File: src/lburc_pkg.sv
`default_nettype none

package lburc_pkg;

    // request codes carried on s_tuser
    typedef enum logic [2:0] {
        ACT_RESET = 3'd0,
        ACT_CALIB = 3'd1,
        ACT_BEGIN = 3'd2,
        ACT_CTRL  = 3'd3,
        ACT_FAST  = 3'd4
    } action_t;

    // configuration register indexes
    typedef enum logic [2:0] {
        REG_USE_MS    = 3'd0,
        REG_TOLERANCE = 3'd1,
        REG_UP_DIV    = 3'd2,
        REG_DOWN_DIV  = 3'd3,
        REG_WIN_LEN   = 3'd4,
        REG_FLOOR     = 3'd5,
        REG_MIN_UP    = 3'd6,
        REG_MAX_UP    = 3'd7
    } cfg_idx_t;

    localparam int IN_TDATA_W  = 80;
    localparam int OUT_TDATA_W = 80;
    localparam int CFG_W       = 31;

    localparam logic [30:0] RATE_MAX = 31'h7FFF_FFFF;
    localparam logic [31:0] HEADROOM = 32'd30720;
    localparam logic [31:0] T20      = 32'd20000;
    localparam logic [31:0] T30      = 32'd30000;
    localparam logic [31:0] T40      = 32'd40000;
    localparam logic [31:0] T60      = 32'd60000;

    // step numerator |hping| * 10240, denominator divisor * baseline
    localparam int NUM_W = 54;
    localparam int DEN_W = 47;
    localparam int TGT_W = 39;
    localparam int HP_W  = 41;

    // control from the sequencer to every window cell
    typedef struct packed {
        logic shift;
        logic load;
        logic run;
    } cell_ctl_t;

endpackage

`default_nettype wire

File: src/lburc_cell.sv
`default_nettype none

module lburc_cell #(
    parameter int WINDOW_MAX = 32,
    parameter int IDX        = 0
) (
    input  wire                            aclk,
    input  wire lburc_pkg::cell_ctl_t      ctl,
    input  wire [15:0]                     ins_val,
    input  wire [15:0]                     ring_val_in,
    input  wire [$clog2(WINDOW_MAX)-1:0]   ring_tag_in,
    input  wire [$clog2(WINDOW_MAX+1)-1:0] count,
    output logic [15:0]                    hold_val,
    output logic [15:0]                    ring_val_out,
    output logic [$clog2(WINDOW_MAX)-1:0]  ring_tag_out,
    output logic [$clog2(WINDOW_MAX)-1:0]  rank
);

    localparam int RW = $clog2(WINDOW_MAX);
    localparam int CW = $clog2(WINDOW_MAX + 1);

    logic [15:0]   hold_reg;
    logic [15:0]   ring_val_reg;
    logic [RW-1:0] ring_tag_reg;
    logic [RW-1:0] rank_reg;
    logic          own_valid;
    logic          ring_valid;
    logic          ring_less;

    // this entry and the passing entry both lie inside the window
    assign own_valid  = CW'(IDX) < count;
    assign ring_valid = CW'(ring_tag_reg) < count;
    // stable order: equal values rank by position
    assign ring_less  = (ring_val_reg < hold_reg) ||
                        ((ring_val_reg == hold_reg) && (ring_tag_reg < RW'(IDX)));

    // stored delay, rotating copy and rank counter
    always_ff @(posedge aclk) begin
        if (ctl.shift) begin
            hold_reg <= ins_val;
        end
        if (ctl.load) begin
            ring_val_reg <= hold_reg;
            ring_tag_reg <= RW'(IDX);
            rank_reg     <= '0;
        end else if (ctl.run) begin
            ring_val_reg <= ring_val_in;
            ring_tag_reg <= ring_tag_in;
            if (own_valid && ring_valid && ring_less) begin
                rank_reg <= rank_reg + RW'(1);
            end
        end
    end

    assign hold_val     = hold_reg;
    assign ring_val_out = ring_val_reg;
    assign ring_tag_out = ring_tag_reg;
    assign rank         = rank_reg;

endmodule

`default_nettype wire

File: config.mk
export PLATFORM = sky130hd
export DESIGN_NAME = lburc_cell
export DESIGN_NICKNAME = d
export VERILOG_FILES = /design/src/lburc_pkg.sv /design/src/lburc_cell.sv
export SDC_FILE = /design/constraint.sdc
export NUM_CORES = 1
export LEC_CHECK = 0
export BUFFER_PORTS_ARGS = -buffer_cell sky130_fd_sc_hd__buf_2
export CORE_ASPECT_RATIO = 1.75
export CORE_UTILIZATION = 43
export DETAILED_ROUTE_END_ITERATION = 7
export GPL_TIMING_DRIVEN = 0
export HOLD_SLACK_MARGIN = 0.05
export PLACE_DENSITY = 0.73
export SETUP_SLACK_MARGIN = 0.02
export SLEW_MARGIN = 20
export SYNTH_ARGS = -nofsm -noshare
export SYNTH_HDL_FRONTEND = slang
export SYNTH_SLANG_ARGS = --single-unit
File: constraint.sdc
create_clock -name aclk -period 1.9 [get_ports aclk]
set_input_delay 0.285 -clock aclk [delete_from_list [all_inputs] [get_ports aclk]]
set_output_delay 0.285 -clock aclk [all_outputs]
set_load 0.05 [all_outputs]
Yosys cells after proc, flatten, opt, wreduce, memory -nomap -nowiden
Cells that the tools add are included.
Widths: inputs -> output; s select.
{ "totals": {"reg_bits": 42, "latchBits": 0, "mem_bits_rw": 0, "rom_bits": 0, "out_inout_bits": 42, "memories": 0} }
{ "classes": {"addsub": 1, "multipliers": 0, "n_div": 0, "magnitude_cmp": 4, "n_eq_ne": 1, "shift": 0, "mux": 2, "n_bitwise": 0, "reduce_logical": 6} }
{ "op_table": {"columns": ["operator", "count"], "rows": [
  ["$mux 16", 2],
  ["$eq 16x16->1", 1],
  ["$lt 16x16->1", 1],
  ["$lt 1x6->1 const A", 1],
  ["$lt 5x6->1", 1],
  ["$add 5x1->5 const B", 1],
  ["$lt 5x1->1 const B", 1],
  ["$logic_and 1x1->1", 3],
  ["$reduce_and 2->1", 1],
  ["$reduce_bool 2->1", 1],
  ["$logic_or 1x1->1", 1]
]} }

Longest topological paths before layout
{ "depth": {"ltp_word": 5, "depth_mapped": 8, "depth_no_buf": 8} }

Least setup slack after synthesis
No wires, ideal clock.
{ "synth_path": {"path_kind": "reg2reg", "from": "register hold_reg[2] (netlist: hold_val[2])", "to": "register rank_reg[0] (netlist: rank[0])", "setup_ns": 0.121, "t_arrival_ns": 2.322, "required_time_ns": 1.779, "path_slack_ns": -0.543, "stages_incl_launch_ff": 9, "path_buffers": 0, "path_cell_list": "edfxtp_1 > inv_1 > ha_1 > a211o_1 > a31oi_1 > o31ai_1 > a31o_1 > and2b_2 > mux2_2"} }
{ "synth_via": {"elab_chain_len": 5, "word_cells_on_any_way": 6} }
{ "synth_lines": {"columns": ["element", "line", "source"], "rows": [
  ["start: declaration", "lburc_cell.sv:22", "logic [15:0] hold_reg;"],
  ["start signal: assignment", "lburc_cell.sv:40", "hold_reg <= ins_val;"],
  ["branches (longest 2 deep; another with $lt 16x16->1)", null, null],
  ["$logic_or 1x1->1 *", "lburc_cell.sv:34", "assign ring_less = (ring_val_reg < hold_reg) ||"],
  ["$logic_and 1x1->1 *", "lburc_cell.sv:49", "if (own_valid && ring_valid && ring_less) begin"],
  ["$reduce_and 2->1 (no line) *", null, null],
  ["end signal: assignment", "lburc_cell.sv:50", "rank_reg <= rank_reg + RW'(1);"],
  ["end: declaration", "lburc_cell.sv:25", "logic [RW-1:0] rank_reg;"]
]} }
Every way passes the cells marked *.
A chain may end at the register's enable or synchronous reset.

Worst setup path in the final report
{ "layout_path": {"from": "register ring_val_reg[2] (netlist: ring_val_out[2])", "to": "register rank_reg[0] (netlist: rank[0])"} }
{ "layout_via": {"elab_chain_len": 5, "word_cells_on_any_way": 6} }
{ "layout_lines": {"columns": ["element", "line", "source"], "rows": [
  ["start: declaration", "lburc_cell.sv:23", "logic [15:0] ring_val_reg;"],
  ["start signal: assignment", "lburc_cell.sv:43", "ring_val_reg <= hold_reg;"],
  ["start signal: assignment", "lburc_cell.sv:47", "ring_val_reg <= ring_val_in;"],
  ["branches (longest 2 deep; another with $lt 16x16->1)", null, null],
  ["$logic_or 1x1->1 *", "lburc_cell.sv:34", null],
  ["$logic_and 1x1->1 *", "lburc_cell.sv:49", null],
  ["$reduce_and 2->1 (no line) *", null, null]
]} }
Marks and branches as above.

==> key figures <==
Run status
  • Run status: finished, violations left
  • Failing checks: negative setup slack

Cells and area
  • Area overhead of the layout relative to synthesis: 32.05%
  • Final Instance Count excl. Fillers: 312
  • Layout cell share with drive strength beyond 1: 48.46%
  • Net count, final: 326
  • Final antenna diode count: 0
  • Final core occ: 58.78%
  • Summed area of non-filler cells in the final layout: 2743 um^2

Logic synthesis
  • Complex-gate fraction of the synthesized area: 7.289%
  • Total of warnings raised by yosys: 0
  • Netlist Area Pre-Place: 2077 um^2
  • Share of synthesized area occupied by flip-flops and latches: 55.90%
  • Post-synthesis share of cell area spent on and, or, nand and nor gates: 8.434%
  • Top FF cell, synth: edfxtp_1
  • Post-synth cell types: 32
  • Synth Register Bits: 42
  • Xor/xnor cell area share of the yosys netlist: 0%
  • Post-Synthesis Cells: 162
  • Combinational family with the most area after synthesis: multiplexers
  • Async set-reset flop share out of synthesis: 0%
  • Fraction of synthesized area in multiplexers: 12.11%
  • Net count after synthesis: 229
  • Post-synth EDFFs: 32
  • Adder and majority cell fraction of the synthesized area: 12.05%
  • Syn_area_per_cell: 12.82 um^2

Detailed routing
  • Ratio of routed vias to standard cells: 5.103
  • Count of antenna-violating nets left after detailed routing: 0
  • Number of detailed-routing iterations run before antenna repair: 6
  • DRC: 0
  • Starting DRT DRC Count: 27
  • Detailed-route wire length per cell: 13.71 um
  • Overall via count from detail_route: 1592
  • Total wire length: 4277 um

STA
  • Final setup TNS: -0.9075 ns
  • Finish-stage setup viols: 5
  • Post-Route Hold Slack: 0.1697 ns
  • Shortest period the worst path allows: 2.112 ns
  • Number of failing hold endpoints at the final stage: 0
  • Number of slew-limit violations in the final report: 0
  • Worst setup slack after layout: -0.2116 ns
  • Post-Route Skew: 0.005405 ns
  • Ratio of final minimum period to clock period: 111.1%
  • Highest attainable clock frequency: 0.4736 GHz
  • RSZ-0062 raised after global routing: true
  • Actual slew at the worst max-slew pin: 0.5723 ns
  • Worst slew margin relative to its limit: 61.84%

Global routing
  • Remaining global-route overflow: 0
  • Overall fraction of global-route tracks in use: 18.47%
  • Routing usage on met1: 20.63%
  • Maximum number of pins on one net before global-route repair: 17
  • Met3 Use GR: 4.207%
  • Grt peak-use layer: met2
  • GRT met2 Usage: 32.22%
  • Number of antenna violations at the first check in global routing: 0
  • Wire length of the first global-routing pass: 6727 um
  • Number of global-route vias before repair: 1522

Clocking
  • H-tree depth: 2
  • Clock sink total: 42
  • Clock-pin slew on the worst setup and hold paths: 0.08 ns
  • Hold-fix buffers at CTS: 0
  • Root Buffer Master: clkbuf_8
  • CTS tree: built
  • Cts bufs inserted: 5
  • Clock insertion delay at the later pin of the skew report: 0.29 ns
  • Buffers from clock root to sink, at most: 2

Critical path
  • R2R cell count: 7
  • Critical Path Stages: 7
  • Series of cell instances along the critical path: ha_1 -> a211o_1 -> a31oi_2 -> o31ai_2 -> a31o_1 -> and2b_2 -> mux2_4
  • Crit-path max cell delay: 0.39 ns
  • Highest fanout seen on the critical path: 3
  • Kind of cell with the highest combined delay on the critical path: compound AO/OA/AOI/OAI gates
  • CP endpoint kind: register
  • Required time at the endpoint of the critical path: 2.08 ns
  • Category of the most critical setup path: reg2reg
  • Element type at the critical path start: register
  • CP max-delay cell: edfxtp_1
  • CP Data Arrival Time: 2.29 ns
  • Count of buffering cells on the critical path with inverters included: 0

Placement
  • Post-Place Cell Area: 2586 um^2
  • Total of buffers placed on input and output ports: 87
  • Placement-stage worst setup slack: -0.2834 ns
  • Placer congestion estimate: 0.7814
  • Cells after DPL: 301
  • Post-detail-place hpwl: 3418 um

Worst hold path
  • Number of instances on the worst hold path: 1
  • HP Class: in2reg

Die
  • Initial Utilization: 44.52%
  • Area of the die: 5123 um^2
  • Width of the die: 54.54 um
  • Core box area: 4666 um^2
  • I/O Pins: 89
  • Standard-cell row count: 33
  • Die Ht: 93.94 um

Flow run
  • Max capacitance violation total: 0

Power and ir drop
  • Pwr Total: 2.359 mW
  • Leakage power: 1.310 nW
  • Power per cell area: 860.1 nW/um^2
  • Maximum resistive drop on vdd: 594.5 uV
-- Yosys cell counts, types with 4 or more instances --
library cell / count / area [um^2]
ha_1: 20 / 250.2
nand2b_1: 5 / 31.28
mux2_2: 17 / 191.4
mux2i_1: 6 / 60.06
a21oi_1: 4 / 20.02
nor2_1: 10 / 37.54
o21ai_0: 4 / 20.02
inv_1: 19 / 71.32
nand4_1: 4 / 25.02
edfxtp_1: 32 / 960.9
dfxtp_1: 10 / 200.2
-- kinds of logic (layout without fill, tap and decap cells) --
group / count (synthesis) / in the layout
AOI/OAI and AO/OA: 22 / 22
adders and majority gates: 20 / 20
muxes: 23 / 23
buffers and inverters: 23 / 121
DFF: 42 / 42
and+or+nand+nor: 32 / 32
-- routing by layer --
layer	part of all wire, %	wire length, um	vias to the layer above
met4	1.3	54	0
met3	4.9	209	4
met1	38	1633	749
met2	56	2379	55
met5	0	0	-
li1	-	-	784
-- cell type report --
type / instances / area, um^2
timing repair buffer: 90 / 461.7
tap: 52 / 65.06
sequential: 42 / 1161
clock buffer: 8 / 90.09
fill: 426 / 1923
inverter: 19 / 71.32
buffer: 4 / 16.27
multi-input combinational: 97 / 877.1
-- placed cells by master (no fill, tap or decap), drive strengths merged --
master  instances
buf            92
edfxtp         32
ha             20
inv            19
mux2           17
nor2           10
dfxtp          10
clkbuf         10
mux2i           6
nand2b          5
a21oi           5
nand4           4
o21ai           4
a211o           2
o21a            2
o31ai           2
a21o            2
nand3b          2
nor2b           2
nand2           2
a31oi           2
or3             2
or2             1
nand3           1
a211oi          1
a31o            1
nor4            1
o221a           1
and2b           1
or4             1
-- final timing paths --
kind / endpoint / from / slack [ns]
min reg2reg: rank[2]$_SDFFE_PP0P_ / rank[2]$_SDFFE_PP0P_ / 0.53
max: rank[0]$_SDFFE_PP0P_ / ring_val_out[2]$_DFFE_PP_ / -0.21
max reg2reg: rank[0]$_SDFFE_PP0P_ / ring_val_out[2]$_DFFE_PP_ / -0.21
min: hold_val[7]$_DFFE_PP_ / ins_val[7] / 0.17
-- where the power goes --
| part | internal (mW) | switching [mW] | total (mW) |
|---|---|---|---|
| combinational | 0.223 | 0.435 | 0.657 |
| sequential | 1.07 | 0.0511 | 1.13 |
| clock | 0.296 | 0.279 | 0.576 |
-- repair_timing --
action / 4_1_cts / 5_1_grt
endpoints found under the setup margin: 5 / 21
resized for setup: 1 / 8
hold endpoints to repair: 0 / 0
setup buffers: 3 / 0
pin swaps: 1 / 3
No activity file was read; power rests on OpenSTA's default activity.
