**config.mk**
```make
export PLATFORM = sky130hd
export DESIGN_NAME = lburc_div
export DESIGN_NICKNAME = d
export VERILOG_FILES = /design/src/lburc_div.sv
export SDC_FILE = /design/constraint.sdc
export NUM_CORES = 1
export LEC_CHECK = 0
export BUFFER_PORTS_ARGS = -buffer_cell sky130_fd_sc_hd__buf_2
export CORE_ASPECT_RATIO = 1.25
export CORE_MARGIN = 2
export CORE_UTILIZATION = 45
export CTS_CLUSTER_SIZE = 40
export DETAILED_ROUTE_END_ITERATION = 8
export PLACE_DENSITY_LB_ADDON = 0.1
export SYNTH_ARGS = -nofsm -noshare
export SYNTH_HDL_FRONTEND = slang
export SYNTH_SLANG_ARGS = --single-unit
```
**constraint.sdc**
```tcl
create_clock -name aclk -period 2.8 [get_ports aclk]
set_clock_uncertainty 0.15 [all_clocks]
set_input_delay 0.42 -clock aclk [delete_from_list [all_inputs] [get_ports aclk]]
set_output_delay 0.42 -clock aclk [all_outputs]
set_load 0.01 [all_outputs]
```
**src/lburc_div.sv**
```systemverilog
`default_nettype none

module lburc_div #(
    parameter int NW = 54,
    parameter int DW = 47
) (
    input  wire           aclk,
    input  wire           aresetn,
    input  wire           start,
    input  wire [NW-1:0]  num,
    input  wire [DW-1:0]  den,
    output logic          done,
    output logic [NW-1:0] quo
);

    localparam int KW = $clog2(NW);

    logic [DW-1:0] rem_reg;
    logic [NW-1:0] nq_reg;
    logic [DW-1:0] den_reg;
    logic [KW-1:0] cnt_reg;
    logic          busy_reg;
    logic          done_reg;
    logic [DW:0]   rem_sh;
    logic [DW:0]   diff;
    logic          ge;

    // one quotient bit a cycle, restoring
    assign rem_sh = {rem_reg, nq_reg[NW-1]};
    assign ge     = rem_sh >= {1'b0, den_reg};
    assign diff   = rem_sh - {1'b0, den_reg};

    // control
    always_ff @(posedge aclk) begin
        if (!aresetn) begin
            busy_reg <= 1'b0;
            done_reg <= 1'b0;
            cnt_reg  <= '0;
        end else begin
            done_reg <= 1'b0;
            if (start) begin
                busy_reg <= 1'b1;
                cnt_reg  <= '0;
            end else if (busy_reg) begin
                cnt_reg <= cnt_reg + KW'(1);
                if (cnt_reg == KW'(NW - 1)) begin
                    busy_reg <= 1'b0;
                    done_reg <= 1'b1;
                end
            end
        end
    end

    // datapath
    always_ff @(posedge aclk) begin
        if (start) begin
            rem_reg <= '0;
            nq_reg  <= num;
            den_reg <= den;
        end else if (busy_reg) begin
            rem_reg <= ge ? diff[DW-1:0] : rem_sh[DW-1:0];
            nq_reg  <= {nq_reg[NW-2:0], ge};
        end
    end

    assign done = done_reg;
    assign quo  = nq_reg;

endmodule

`default_nettype wire

```
Word-level counts from Yosys, hierarchy flattened
Cells that the tools add are included.
{"block": "word_totals", "output_inout_bits": 55, "input_bits": 104, "regBits": 156, "word_cells": 22}
{"block": "classes", "muxes": 7, "n_addsub": 2, "n_bitwise": 2, "reduce_logical": 3, "n_lt_le_gt_ge": 1, "n_eq_ne": 1}
{"op": "54-bit 2-to-1 mux", "n": 2}
{"op": "48-bit by 47-bit >= comparator with 1-bit output", "n": 1}
{"op": "47-bit 2-to-1 mux", "n": 1}
{"op": "47-bit subtractor", "n": 1}
{"op": "6-bit by 1-bit adder with 6-bit output, second input constant", "n": 1}
{"op": "6-bit equality test, second input constant", "n": 1}
{"op": "1-bit 2-to-1 mux", "n": 4}
{"op": "3-bit OR reduction", "n": 1}
{"op": "1-bit NOT", "n": 2}
{"op": "2-bit nonzero test", "n": 1}
{"op": "2-bit OR reduction", "n": 1}

Longest topological paths before layout
Gate-level depths: netlist (run 1).
{"block": "depth", "depth_word": 4, "ltp_mapped": 15, "depth_no_buf": 13}

Worst setup path after synthesis (run 1)
OpenSTA, ideal clock, no wires.
{"block": "synth_timing", "path_kind": "register to register", "start": "register nq_reg[53] (netlist: quo[53])", "end": "register rem_reg[39]", "path_slack_ns": -0.208, "required_time_ns": 2.520, "synth_period_minus_slack_ns": 3.008, "arrival_time_ns": 2.727, "path_buffers": 2, "setup_ns": 0.130, "path_stages_with_launch": 16, "cell_sequence": "edfxtp_1 inv_1 ha_1 fa_1 nor2b_1 o2111ai_1 nand2_1 a31oi_2 o21ai_2 nor4_2 o21a_1 buf_4 buf_6 and2_1 a311oi_1 nor3_1"}
{"block": "synth_via", "elab_chain_cells": 2, "word_cells_on_any_way": 3, "cone_classes": "add/sub: 1; order compare: 1; mux: 1"}
{"item": "start, declared", "line_no": "19", "source": "logic [NW-1:0] nq_reg;"}
{"item": "start signal, assigned", "line_no": "58", "source": "nq_reg <= num;"}
{"item": "start signal, assigned", "line_no": "62", "source": "nq_reg <= {nq_reg[NW-2:0], ge};"}
{"item": "47-bit subtractor / 48-bit by 47-bit >= comparator with 1-bit output (equally long branches)", "line_no": "31, 30"}
{"item": "47-bit 2-to-1 mux (*)", "line_no": "61", "source": "rem_reg <= ge ? diff[DW-1:0] : rem_sh[DW-1:0];"}
{"item": "end signal, assigned", "line_no": "61"}
{"item": "end, declared", "line_no": "18", "source": "logic [DW-1:0] rem_reg;"}
Every way passes the cells marked *; elsewhere a longest branch is shown, timed or not.
A chain may end at the register's enable or synchronous reset.

Worst setup path after layout (run 1)
{"block": "layout_timing", "start": "register nq_reg[53] (netlist: quo[53])", "end": "register rem_reg[1]"}
Same word-level chain as after synthesis.

==> results of run 1 <==
==> layout by cell type, fill, tap and decap left out, types with 22 or more instances in the layout <==
cell type and count:
a211oi_1 31, a21o_1 27, a21oi_1 44, a21oi_2 34, buf_2 157, buf_4 181, dfxtp_1 54, dlygate4sd3_1 27
edfxtp_1 101, ha_1 36, inv_1 47, mux2_2 53, nand2_1 38, nor2_1 65, o21ai_0 23, xor2_1 22
==> routing by layer <==
metal  part of all wire (%)  vias to the layer above  GRT usage, %
met3                    3.7                       37          4.56
met1                     42                     3797          28.0
met5                  0.053                        -             0
met2                     53                      209          43.7
met4                    1.7                        2          6.55
li1                       -                     3937             -
==> layout make-up <==
type                            count  area (um2)  share of cell area (%)
Clock buffer                       17         425                    3.21
Clock inverter                     15         163                    1.23
Inverter                           55         206                    1.56
Multi-Input combinational cell    618        5160                    38.9
Sequential cell                   156        4140                    31.2
Tap cell                          265         332                    2.50
Timing Repair Buffer              390        2840                    21.4
==> metrics by stage <==
step           utilization (%)  setup TNS (ns)  hold WS (ns)  cells  cell area (um2)
5_1_grt                   68.4          -15.54     0.0000240   1516            13300
2_1_floorplan                -          -0.418         0.308    878             8890
6_report                  68.4          -10.25       0.00980   1516            13300
3_5_place_dp              57.5          -11.84         0.340   1426            11200
3_3_place_gp              57.5           -9.28         0.324   1426            11200
4_1_cts                   66.6           -6.01      0.000136   1502            12900
==> kinds of logic (layout without fill, tap and decap cells) <==
kind of cell | Yosys count | in the layout | share of synthesized area [%]
fa+ha+maj | 50 | 50 | 7.16
buf+inv | 105 | 477 | 4.82
mux | 64 | 64 | 8.03
flops | 156 | 156 | 46.7
simple gates | 214 | 214 | 11.3
compound gates | 246 | 247 | 17.7
xor+xnor | 43 | 43 | 4.26
==> worst min-delay path by stage <==
stage	start	slack (ns)	cells after the start	to
finish	den[22]	0.01	1	den_reg[22]
global route	den[4]	0.00002	1	den_reg[4]
CTS	den[33]	0.0001	1	den_reg[33]
detailed placement	cnt_reg[5]	0.34	2	cnt_reg[5]
global placement	cnt_reg[5]	0.32	2	cnt_reg[5]
floorplan	cnt_reg[5]	0.31	2	cnt_reg[5]
==> worst max-delay path: stages (launching register included) <==
cell and delay (ns):
edfxtp_1 0.41, inv_2 0.07, ha_4 0.18, fa_2 0.39
nor2b_4 0.13, o2111ai_2 0.14, nand2_2 0.15, a31oi_4 0.11
o21ai_2 0.19, nor4_4 0.08, buf_12 0.16, o21ai_4 0.25
buf_6 0.17, mux2i_1 0.23, nand2_1 0.09, a21oi_2 0.13
==> power breakdown <==
part / internal [mW] / total, mW / switching, mW
clock network: 1.20 / 2.33 / 1.13
logic: 1.21 / 2.40 / 1.19
registers: 2.68 / 2.79 / 0.115
total: 5.09 / 7.52 / 2.43
==> timing repair <==
item                                    CTS  global route
endpoints found under the setup margin   48            48
hold endpoints to repair                 21             6
cloned                                    7             1
pin swaps                               105            41
hold buffers                             21             6
resized for setup                       147            60
buffers inserted                         17             9
==> flow_summary_export.csv, run 1 <==
group,metric,value,unit
global_routing,antenna_found_initial,1,
worst_setup_path,cp_data_arrival_time,3.32,ns
cts,cts.sink_count,156,
min_path,holdCritPathClass,"primary input to register",
logic_synthesis,synth-seq-area-share,46.7,%
final_layout,nets,1392,
placement,gp_congestion,0.881,
global_routing,grt_pass1_vias,8164,
logic_synthesis,synth_top_area_share,34.3,%
route,ant_nets,0,
power,ir_drop,0.000478,V
final_layout,largest_reg_flops,54,
logic_synthesis,async_flop_share,0,%
logic_synthesis,synth.area.top_cells,"edfxtp_1, dfxtp_1, mux2_2",
final_layout,diodes,0,
timing,hold_violations,0,
status,status,"complete, but fails checks",
worst_setup_path,startpoint_type,"register",
cts,cts_buffer_depth,2,
logic_synthesis,yosysMostFrequentCell,"edfxtp_1",
power,power.total,7.52,mW
route,vias,7982,
logic_synthesis,syn_nets,1032,
logic_synthesis,synth-seq-cells,156,
floorplanning,io_pins,159,
timing,slew_headroom,65.2,%
floorplanning,fp.dieH,161,um
worst_setup_path,end_kind,"register",
timing,period_needed,3.10,ns
placement,dp_slack,-0.362,ns
route,drt-total-wl,24.7,mm
timing,rsz0062_at_grt,"true",
route,post_drt_wl_per_cell,16.3,um
route,drtIter0Drc,393,
final_layout,areaGrowthSynthToFinish,49.8,%
cts,numCtsBuffers,17,
timing,setup_slack,-0.303,ns
cts,clock_latency,0.43,ns
global_routing,grt_usage,23.8,%
floorplanning,start_util,45.6,%
logic_synthesis,netlist_area,8850,um2
timing,max_freq,322,MHz
logic_synthesis,ys_warn_count,0,
logic_synthesis,synth_area_leader_cell,"edfxtp_1",
global_routing,grt_pass1_wl,39.4,mm
worst_setup_path,r2r.worst_path.cells,15,
cts,cts_tree,"yes",
route,first_pass_iters,4,
timing,slew_violations,0,
global_routing,grt_overflow_total,0,
status,violations,"negative setup slack",
cts,ctsHtreeMaxLevel,4,
cts,clockRootBuffer,"clkbuf_16",
worst_setup_path,crit_path_max_fanout,4,
floorplanning,die-area,20800,um2
power,p_leak,5.70,nW
logic_synthesis,synth_cell_types,58,
cts,clkSlewWorstSetupHoldPaths,0.07,ns
logic_synthesis,avgSynthCellArea,10.1,um2
worst_setup_path,worstReg2RegStart,"quo[53]",
logic_synthesis,synth_top_flop_cell,"edfxtp_1",
timing,setup_viol,48,
global_routing,grt_max_degree,47,
power,power_density,567,nW/um2
worst_setup_path,critical_path_class,"register to register",
worst_setup_path,crit_end,"rem_reg[1]",
final_layout,final_layout_size_suffix_gt1_share,48.5,%
logic_synthesis,synth_cells,878,
logic_synthesis,synth_edf_count,101,
placement,dp.final_hpwl,16.4,mm
worst_setup_path,reg2reg_to,"rem_reg[1]",
job,cap_viol_max_count,0,
worst_setup_path,worstSetupStartpoint,"quo[53]",
route,viasPerCell,5.27,
final_layout,fill_cells,1556,
timing,post-route-period-util,111,%
route,drc_errors,0,
placement,port-buffer-count,158,
floorplanning,coreArea,19400,um2
worst_setup_path,reg2reg_slack,-0.30,ns
worst_setup_path,critPathRequiredTime,3.02,ns
logic_synthesis,synth.top_cells.by_count,"edfxtp_1, nor2_1, a21oi_1, mux2_2",
floorplanning,fp.dieW,129,um
floorplanning,fp-row-count,57,
timing,worst_slew_pin_slew,0.519,ns
Note: power is estimated with default switching activity, not from simulation.
==> inputs of run 2 (changes only) <==
- clock period: 2.8 -> 3.9 ns (I/O delays scaled with it)
==> run 2 against run 1 <==
Compared with the run above:
- via count fell by 13%
- critical path depth fell by 2
- worst hold slack improved by 0.16 ns
- register-to-register slack improved by 0.70 ns
- combinational power fell by 56%
- non-clock buffer count fell by 223
- die area did not move
- maximum frequency fell by 11%
- design area fell by 21%
- highest routed layer unchanged
- flip-flop and latch count did not move
- utilization fell by 14 points
- critical endpoint is now rem_reg[7]
- clock power fell by 24%
- the run now ends clean
==> flow_summary_export.csv, run 2 (synthesis gave the netlist of run 1 again) <==
group,metric,value,unit
floorplanning,fp.dieH,161,um
global_routing,grt_pass1_vias,6911,
worst_setup_path,cp_data_arrival_time,3.63,ns
job,cap_viol_max_count,0,
route,vias,6920,
final_layout,fill_cells,1825,
placement,dp.final_hpwl,14.7,mm
route,first_pass_iters,4,
timing,worst_slew_pin_slew,0.891,ns
placement,dpl_cell_area,9850,um2
placement,dp_slack,0.392,ns
global_routing,grt_max_degree,99,
cts,numCtsBuffers,17,
worst_setup_path,slowest_delay,0.56,ns
timing,max_freq,285,MHz
floorplanning,fp-row-count,57,
final_layout,final_layout_size_suffix_gt1_share,25.5,%
status,status,"completed",
global_routing,grt_usage,20.3,%
power,p_leak,4.46,nW
route,viasPerCell,5.35,
global_routing,grt_pass1_wl,33.7,mm
final_layout,final_common_cell,"buf_2",
route,drt-total-wl,20.5,mm
worst_setup_path,critical_path_class,"register to register",
cts,cts_hold_buf,0,
final_layout,areaGrowthSynthToFinish,18.4,%
power,power_density,458,nW/um2
route,ant_nets,0,
cts,ctsHtreeMaxLevel,4,
route,route.top_layer_used,"met5",
timing,post-route-period-util,89.9,%
route,wl_met2,10.4,mm
timing,rsz0062_at_grt,"false",
floorplanning,io_pins,159,
min_path,holdCritPathClass,"primary input to register",
floorplanning,die-area,20800,um2
route,drtIter0Drc,400,
floorplanning,fp.dieW,129,um
route,wirelength_met1,8.78,mm
global_routing,grt_overflow_total,0,
worst_setup_path,crit_path_top_delay_cell,"a2111oi_1",
final_layout,fin_area,10500,um2
cts,clkSlewWorstSetupHoldPaths,0.07,ns
power,ir_drop,0.000316,V
placement,gp_congestion,0.819,
worst_setup_path,end_kind,"register",
timing,setup_tns,0,ns
cts,cts.sink_count,156,
worst_setup_path,cp_cell_sequence,"inv_1 > ha_1 > a21oi_1 > o21ai_0 > a22o_1 > a31oi_1 > o22ai_1 > a2111oi_1 > o21a_2 > buf_12 > nor2_1 > a21oi_1 > a211oi_1",
worst_setup_path,crit_path_max_fanout,42,
cts,cts_tree,"yes",
worst_setup_path,cp_common_cell,"a21oi_1",
route,drc_errors,0,
route,met3_length,975,um
timing,setup_slack,0.394,ns
route,post_drt_wl_per_cell,15.8,um
cts,cts_resized,0,
timing,setup_viol,0,
timing,hold_violations,0,
cts,cts_setup_buffers,0,
cts,clock_latency,0.44,ns
final_layout,nets,1168,
worst_setup_path,startpoint_type,"register",
placement,port-buffer-count,158,
timing,period_needed,3.51,ns
timing,slew_violations,0,
placement,post-place-cells,1260,
final_layout,largest_reg_flops,54,
cts,clockRootBuffer,"clkbuf_16",
floorplanning,start_util,45.6,%
global_routing,antenna_found_initial,2,
final_layout,layout_common_cells,"buf_2, edfxtp_1, nor2_1",
floorplanning,coreArea,19400,um2
final_layout,layoutNonFillerInstCount,1293,
cts,cts_buffer_depth,2,
timing,slew_headroom,40.6,%
worst_setup_path,critPathRequiredTime,4.02,ns
==> run 2: stage by stage <==
step / utilization [%] / power, mW / hold slack [ns]
after floorplan: - / 2.77 / 0.308
after global placement: 50.8 / 3.07 / 0.320
after detailed placement: 50.8 / 3.08 / 0.336
after CTS: 54.0 / 4.85 / 0.157
after global routing: 54.0 / 5.04 / 0.157
final: 54.0 / 4.80 / 0.174
==> run 2: critical path: cells and delay by family, from the launching register on <==
| family | cells | cell delay, ns |
|---|---|---|
| compound gates | 9 | 2.11 |
| fa+ha+maj | 1 | 0.36 |
| buf+inv | 2 | 0.30 |
| flops | 1 | 0.33 |
| simple gates | 1 | 0.09 |
==> run 2: worst paths after layout <==
check	start	endpoint	slack, ns	depth (start not counted)
worst max-delay path	den_reg[33]	rem_reg[7]	0.39	13
worst min-delay path	den[36]	den_reg[36]	0.17	1
worst max register to register	den_reg[33]	rem_reg[7]	0.39	13
worst min register to register	rem_reg[1]	rem_reg[1]	0.35	2
==> run 2: power by group <==
| group | switching, mW | internal [mW] | total [mW] |
|---|---|---|---|
| Clock | 0.778 | 0.981 | 1.76 |
| Sequential | 0.0773 | 1.92 | 2.00 |
| Combinational | 0.599 | 0.447 | 1.05 |
| Total | 1.45 | 3.35 | 4.80 |
==> run 2: per-layer routing <==
metal	GRT usage [%]	vias to the layer above
met5	0	-
met4	5.91	2
met3	5.03	27
met2	35.0	133
met1	25.0	3270
li1	-	3488
==> run 2: final cells by class <==
cell class | count | area (um2) | share of cell area (%)
antenna | 1 | 2.50 | 0.0239
clock buffer | 17 | 425 | 4.06
clock inverter | 15 | 200 | 1.91
inverter | 55 | 206 | 1.97
multi-input combinational | 617 | 4290 | 40.9
sequential | 156 | 4140 | 39.5
tap | 265 | 332 | 3.16
timing repair buffer | 167 | 890 | 8.49
==> inputs of run 3 (changes only) <==
==> constraint.sdc (replaced) <==
create_clock -name aclk -period 3.9 [get_ports aclk]
set_clock_uncertainty 0.15 [all_clocks]
set_input_delay 0.39 -clock aclk [delete_from_list [all_inputs] [get_ports aclk]]
set_output_delay 0.39 -clock aclk [all_outputs]
set_load 0.01 [all_outputs]
==> run 3 against run 2 <==
Compared with the run above:
- sequential power about the same
- via count increased by 2.6%
- routed wire length increased by 1.6%
- largest cell class unchanged
- largest power group unchanged
==> flow_summary_export.csv, run 3 (synthesis gave the netlist of run 1 again) <==
group,metric,value,unit
timing,hold_violations,0,
timing,slew_violations,0,
final_layout,layout_common_cells,"buf_2, edfxtp_1, nor2_1",
route,drtIter0Drc,396,
power,ir_drop,0.000311,V
timing,rsz0062_at_grt,"false",
worst_setup_path,critPathRequiredTime,4.04,ns
final_layout,diodes,0,
placement,dpl_cell_area,9870,um2
route,viasPerCell,5.30,
worst_setup_path,crit_path_top_delay_cell,"edfxtp_1",
floorplanning,fp-row-count,57,
cts,clock_latency,0.43,ns
worst_setup_path,worstSetupStartpoint,"den_reg[15]",
min_path,holdPathStages,1,
worst_setup_path,cp_cell_sequence,"inv_1 > ha_1 > and3_1 > a31oi_1 > o211ai_1 > a31oi_2 > o21ai_2 > nor4_2 > o21a_2 > buf_4 > nor2_1 > a21oi_1 > a211oi_1",
final_layout,nets,1216,
floorplanning,die-area,20800,um2
final_layout,fin_area,10900,um2
floorplanning,start_util,45.6,%
timing,period_needed,3.42,ns
power,power.total,4.77,mW
worst_setup_path,reg2reg_slack,0.48,ns
worst_setup_path,critical_path_class,"register to register",
global_routing,grt_max_degree,48,
placement,dp.final_hpwl,15.1,mm
final_layout,fill_cells,1810,
worst_setup_path,critPathTopFamily,"compound AO/OA/AOI/OAI gates",
min_path,holdCritPathClass,"primary input to register",
timing,worst_slew_pin_slew,0.630,ns
timing,post-route-period-util,87.7,%
timing,max_freq,292,MHz
timing,setup_tns,0,ns
job,cap_viol_max_count,0,
route,vias,7103,
global_routing,grt_pass1_vias,7152,
final_layout,multi_input_area,4290,um2
floorplanning,fp.dieW,129,um
final_layout,final_layout_size_suffix_gt1_share,24.7,%
worst_setup_path,r2r.worst_path.cells,13,
route,drc_errors,0,
placement,port-buffer-count,158,
status,status,"completed",
timing,slew_headroom,57.5,%
final_layout,layoutNonFillerInstCount,1340,
final_layout,final-seq-area,4140,um2
final_layout,largest_reg_flops,54,
floorplanning,fp.dieH,161,um
cts,cts_resized,0,
route,post_drt_wl_per_cell,15.5,um
timing,setup_viol,0,
cts,clockRootBuffer,"clkbuf_16",
route,drt-total-wl,20.8,mm
global_routing,grt_usage,20.5,%
cts,numCtsBuffers,17,
worst_setup_path,crit_path_max_fanout,20,
cts,ctsHtreeMaxLevel,4,
floorplanning,io_pins,159,
cts,cts_buffer_depth,2,
route,first_pass_iters,4,
worst_setup_path,startpoint_type,"register",
floorplanning,coreArea,19400,um2
final_layout,areaGrowthSynthToFinish,23.6,%
worst_setup_path,cp.buffers_inverters,2,
worst_setup_path,cp_data_arrival_time,3.56,ns
cts,clkSlewWorstSetupHoldPaths,0.07,ns
route,ant_nets,0,
final_layout,final_common_cell,"buf_2",
global_routing,grt_overflow_total,0,
global_routing,antenna_found_initial,0,
cts,cts_tree,"yes",
worst_setup_path,end_kind,"register",
power,power_density,436,nW/um2
worst_setup_path,worstReg2RegStart,"den_reg[15]",
placement,post-place-cells,1263,
power,p_leak,4.66,nW
worst_setup_path,reg2reg_to,"rem_reg[29]",
cts,cts.sink_count,156,
global_routing,grt_pass1_wl,34.3,mm
placement,gp_congestion,0.825,
worst_setup_path,crit_end,"rem_reg[29]",
worst_setup_path,cp_num_cells,13,
worst_setup_path,slowest_delay,0.38,ns
[run 3: per-layer routing]
layer	GRT usage, %	vias up	share of wire, %
met5	0	-	0
met4	6.16	0	1.8
met3	4.80	30	3.3
met2	35.8	126	50
met1	25.1	3373	44
li1	-	3574	-
[run 3: timing repair]
item | in CTS | in global routing
hold endpoints to repair | 45 | 0
hold buffers | 45 | 0
setup buffers | 0 | 0
setup endpoints to repair | 0 | 0
[run 3: how the worst min path moves through the flow]
stage | endpoint | start
final | den_reg[4] | den[4]
after global routing | den_reg[4] | den[4]
after CTS | den_reg[1] | den[1]
after detailed placement | cnt_reg[5] | cnt_reg[5]
after global placement | rem_reg[1] | rem_reg[1]
after floorplan | cnt_reg[5] | cnt_reg[5]
[run 3: power breakdown]
group	internal [mW]	leakage, nW	switching [mW]
clock	0.877	0.298	0.811
combinational	0.478	2.91	0.600
sequential	1.92	1.46	0.0812
[run 3: worst register-to-register path, cell delays in order, from the launching register on]
cell	delay, ns
edfxtp_1	0.38
inv_1	0.07
ha_1	0.29
and3_1	0.27
a31oi_1	0.28
o211ai_1	0.15
a31oi_2	0.25
o21ai_2	0.16
nor4_2	0.34
o21a_2	0.35
buf_4	0.30
nor2_1	0.10
a21oi_1	0.13
a211oi_1	0.08
[run 3: area by class of cell]
class                      count  area share (%)
clock buffer                  17            3.89
tap                          265            3.03
timing repair buffer         215            12.5
multi-input combinational    617            39.2
inverter                      55            1.89
clock inverter                15            1.68
sequential                   156            37.8
[run 3: through the flow]
| step | utilization [%] | setup WS (ns) | hold WS (ns) |
|---|---|---|---|
| after floorplan | - | 0.892 | 0.308 |
| after global placement | 50.9 | 0.488 | 0.326 |
| after detailed placement | 50.9 | 0.490 | 0.333 |
| after CTS | 56.4 | 0.426 | 0.00604 |
| after global routing | 56.4 | 0.150 | 0.00714 |
| final | 56.4 | 0.480 | 0.0254 |
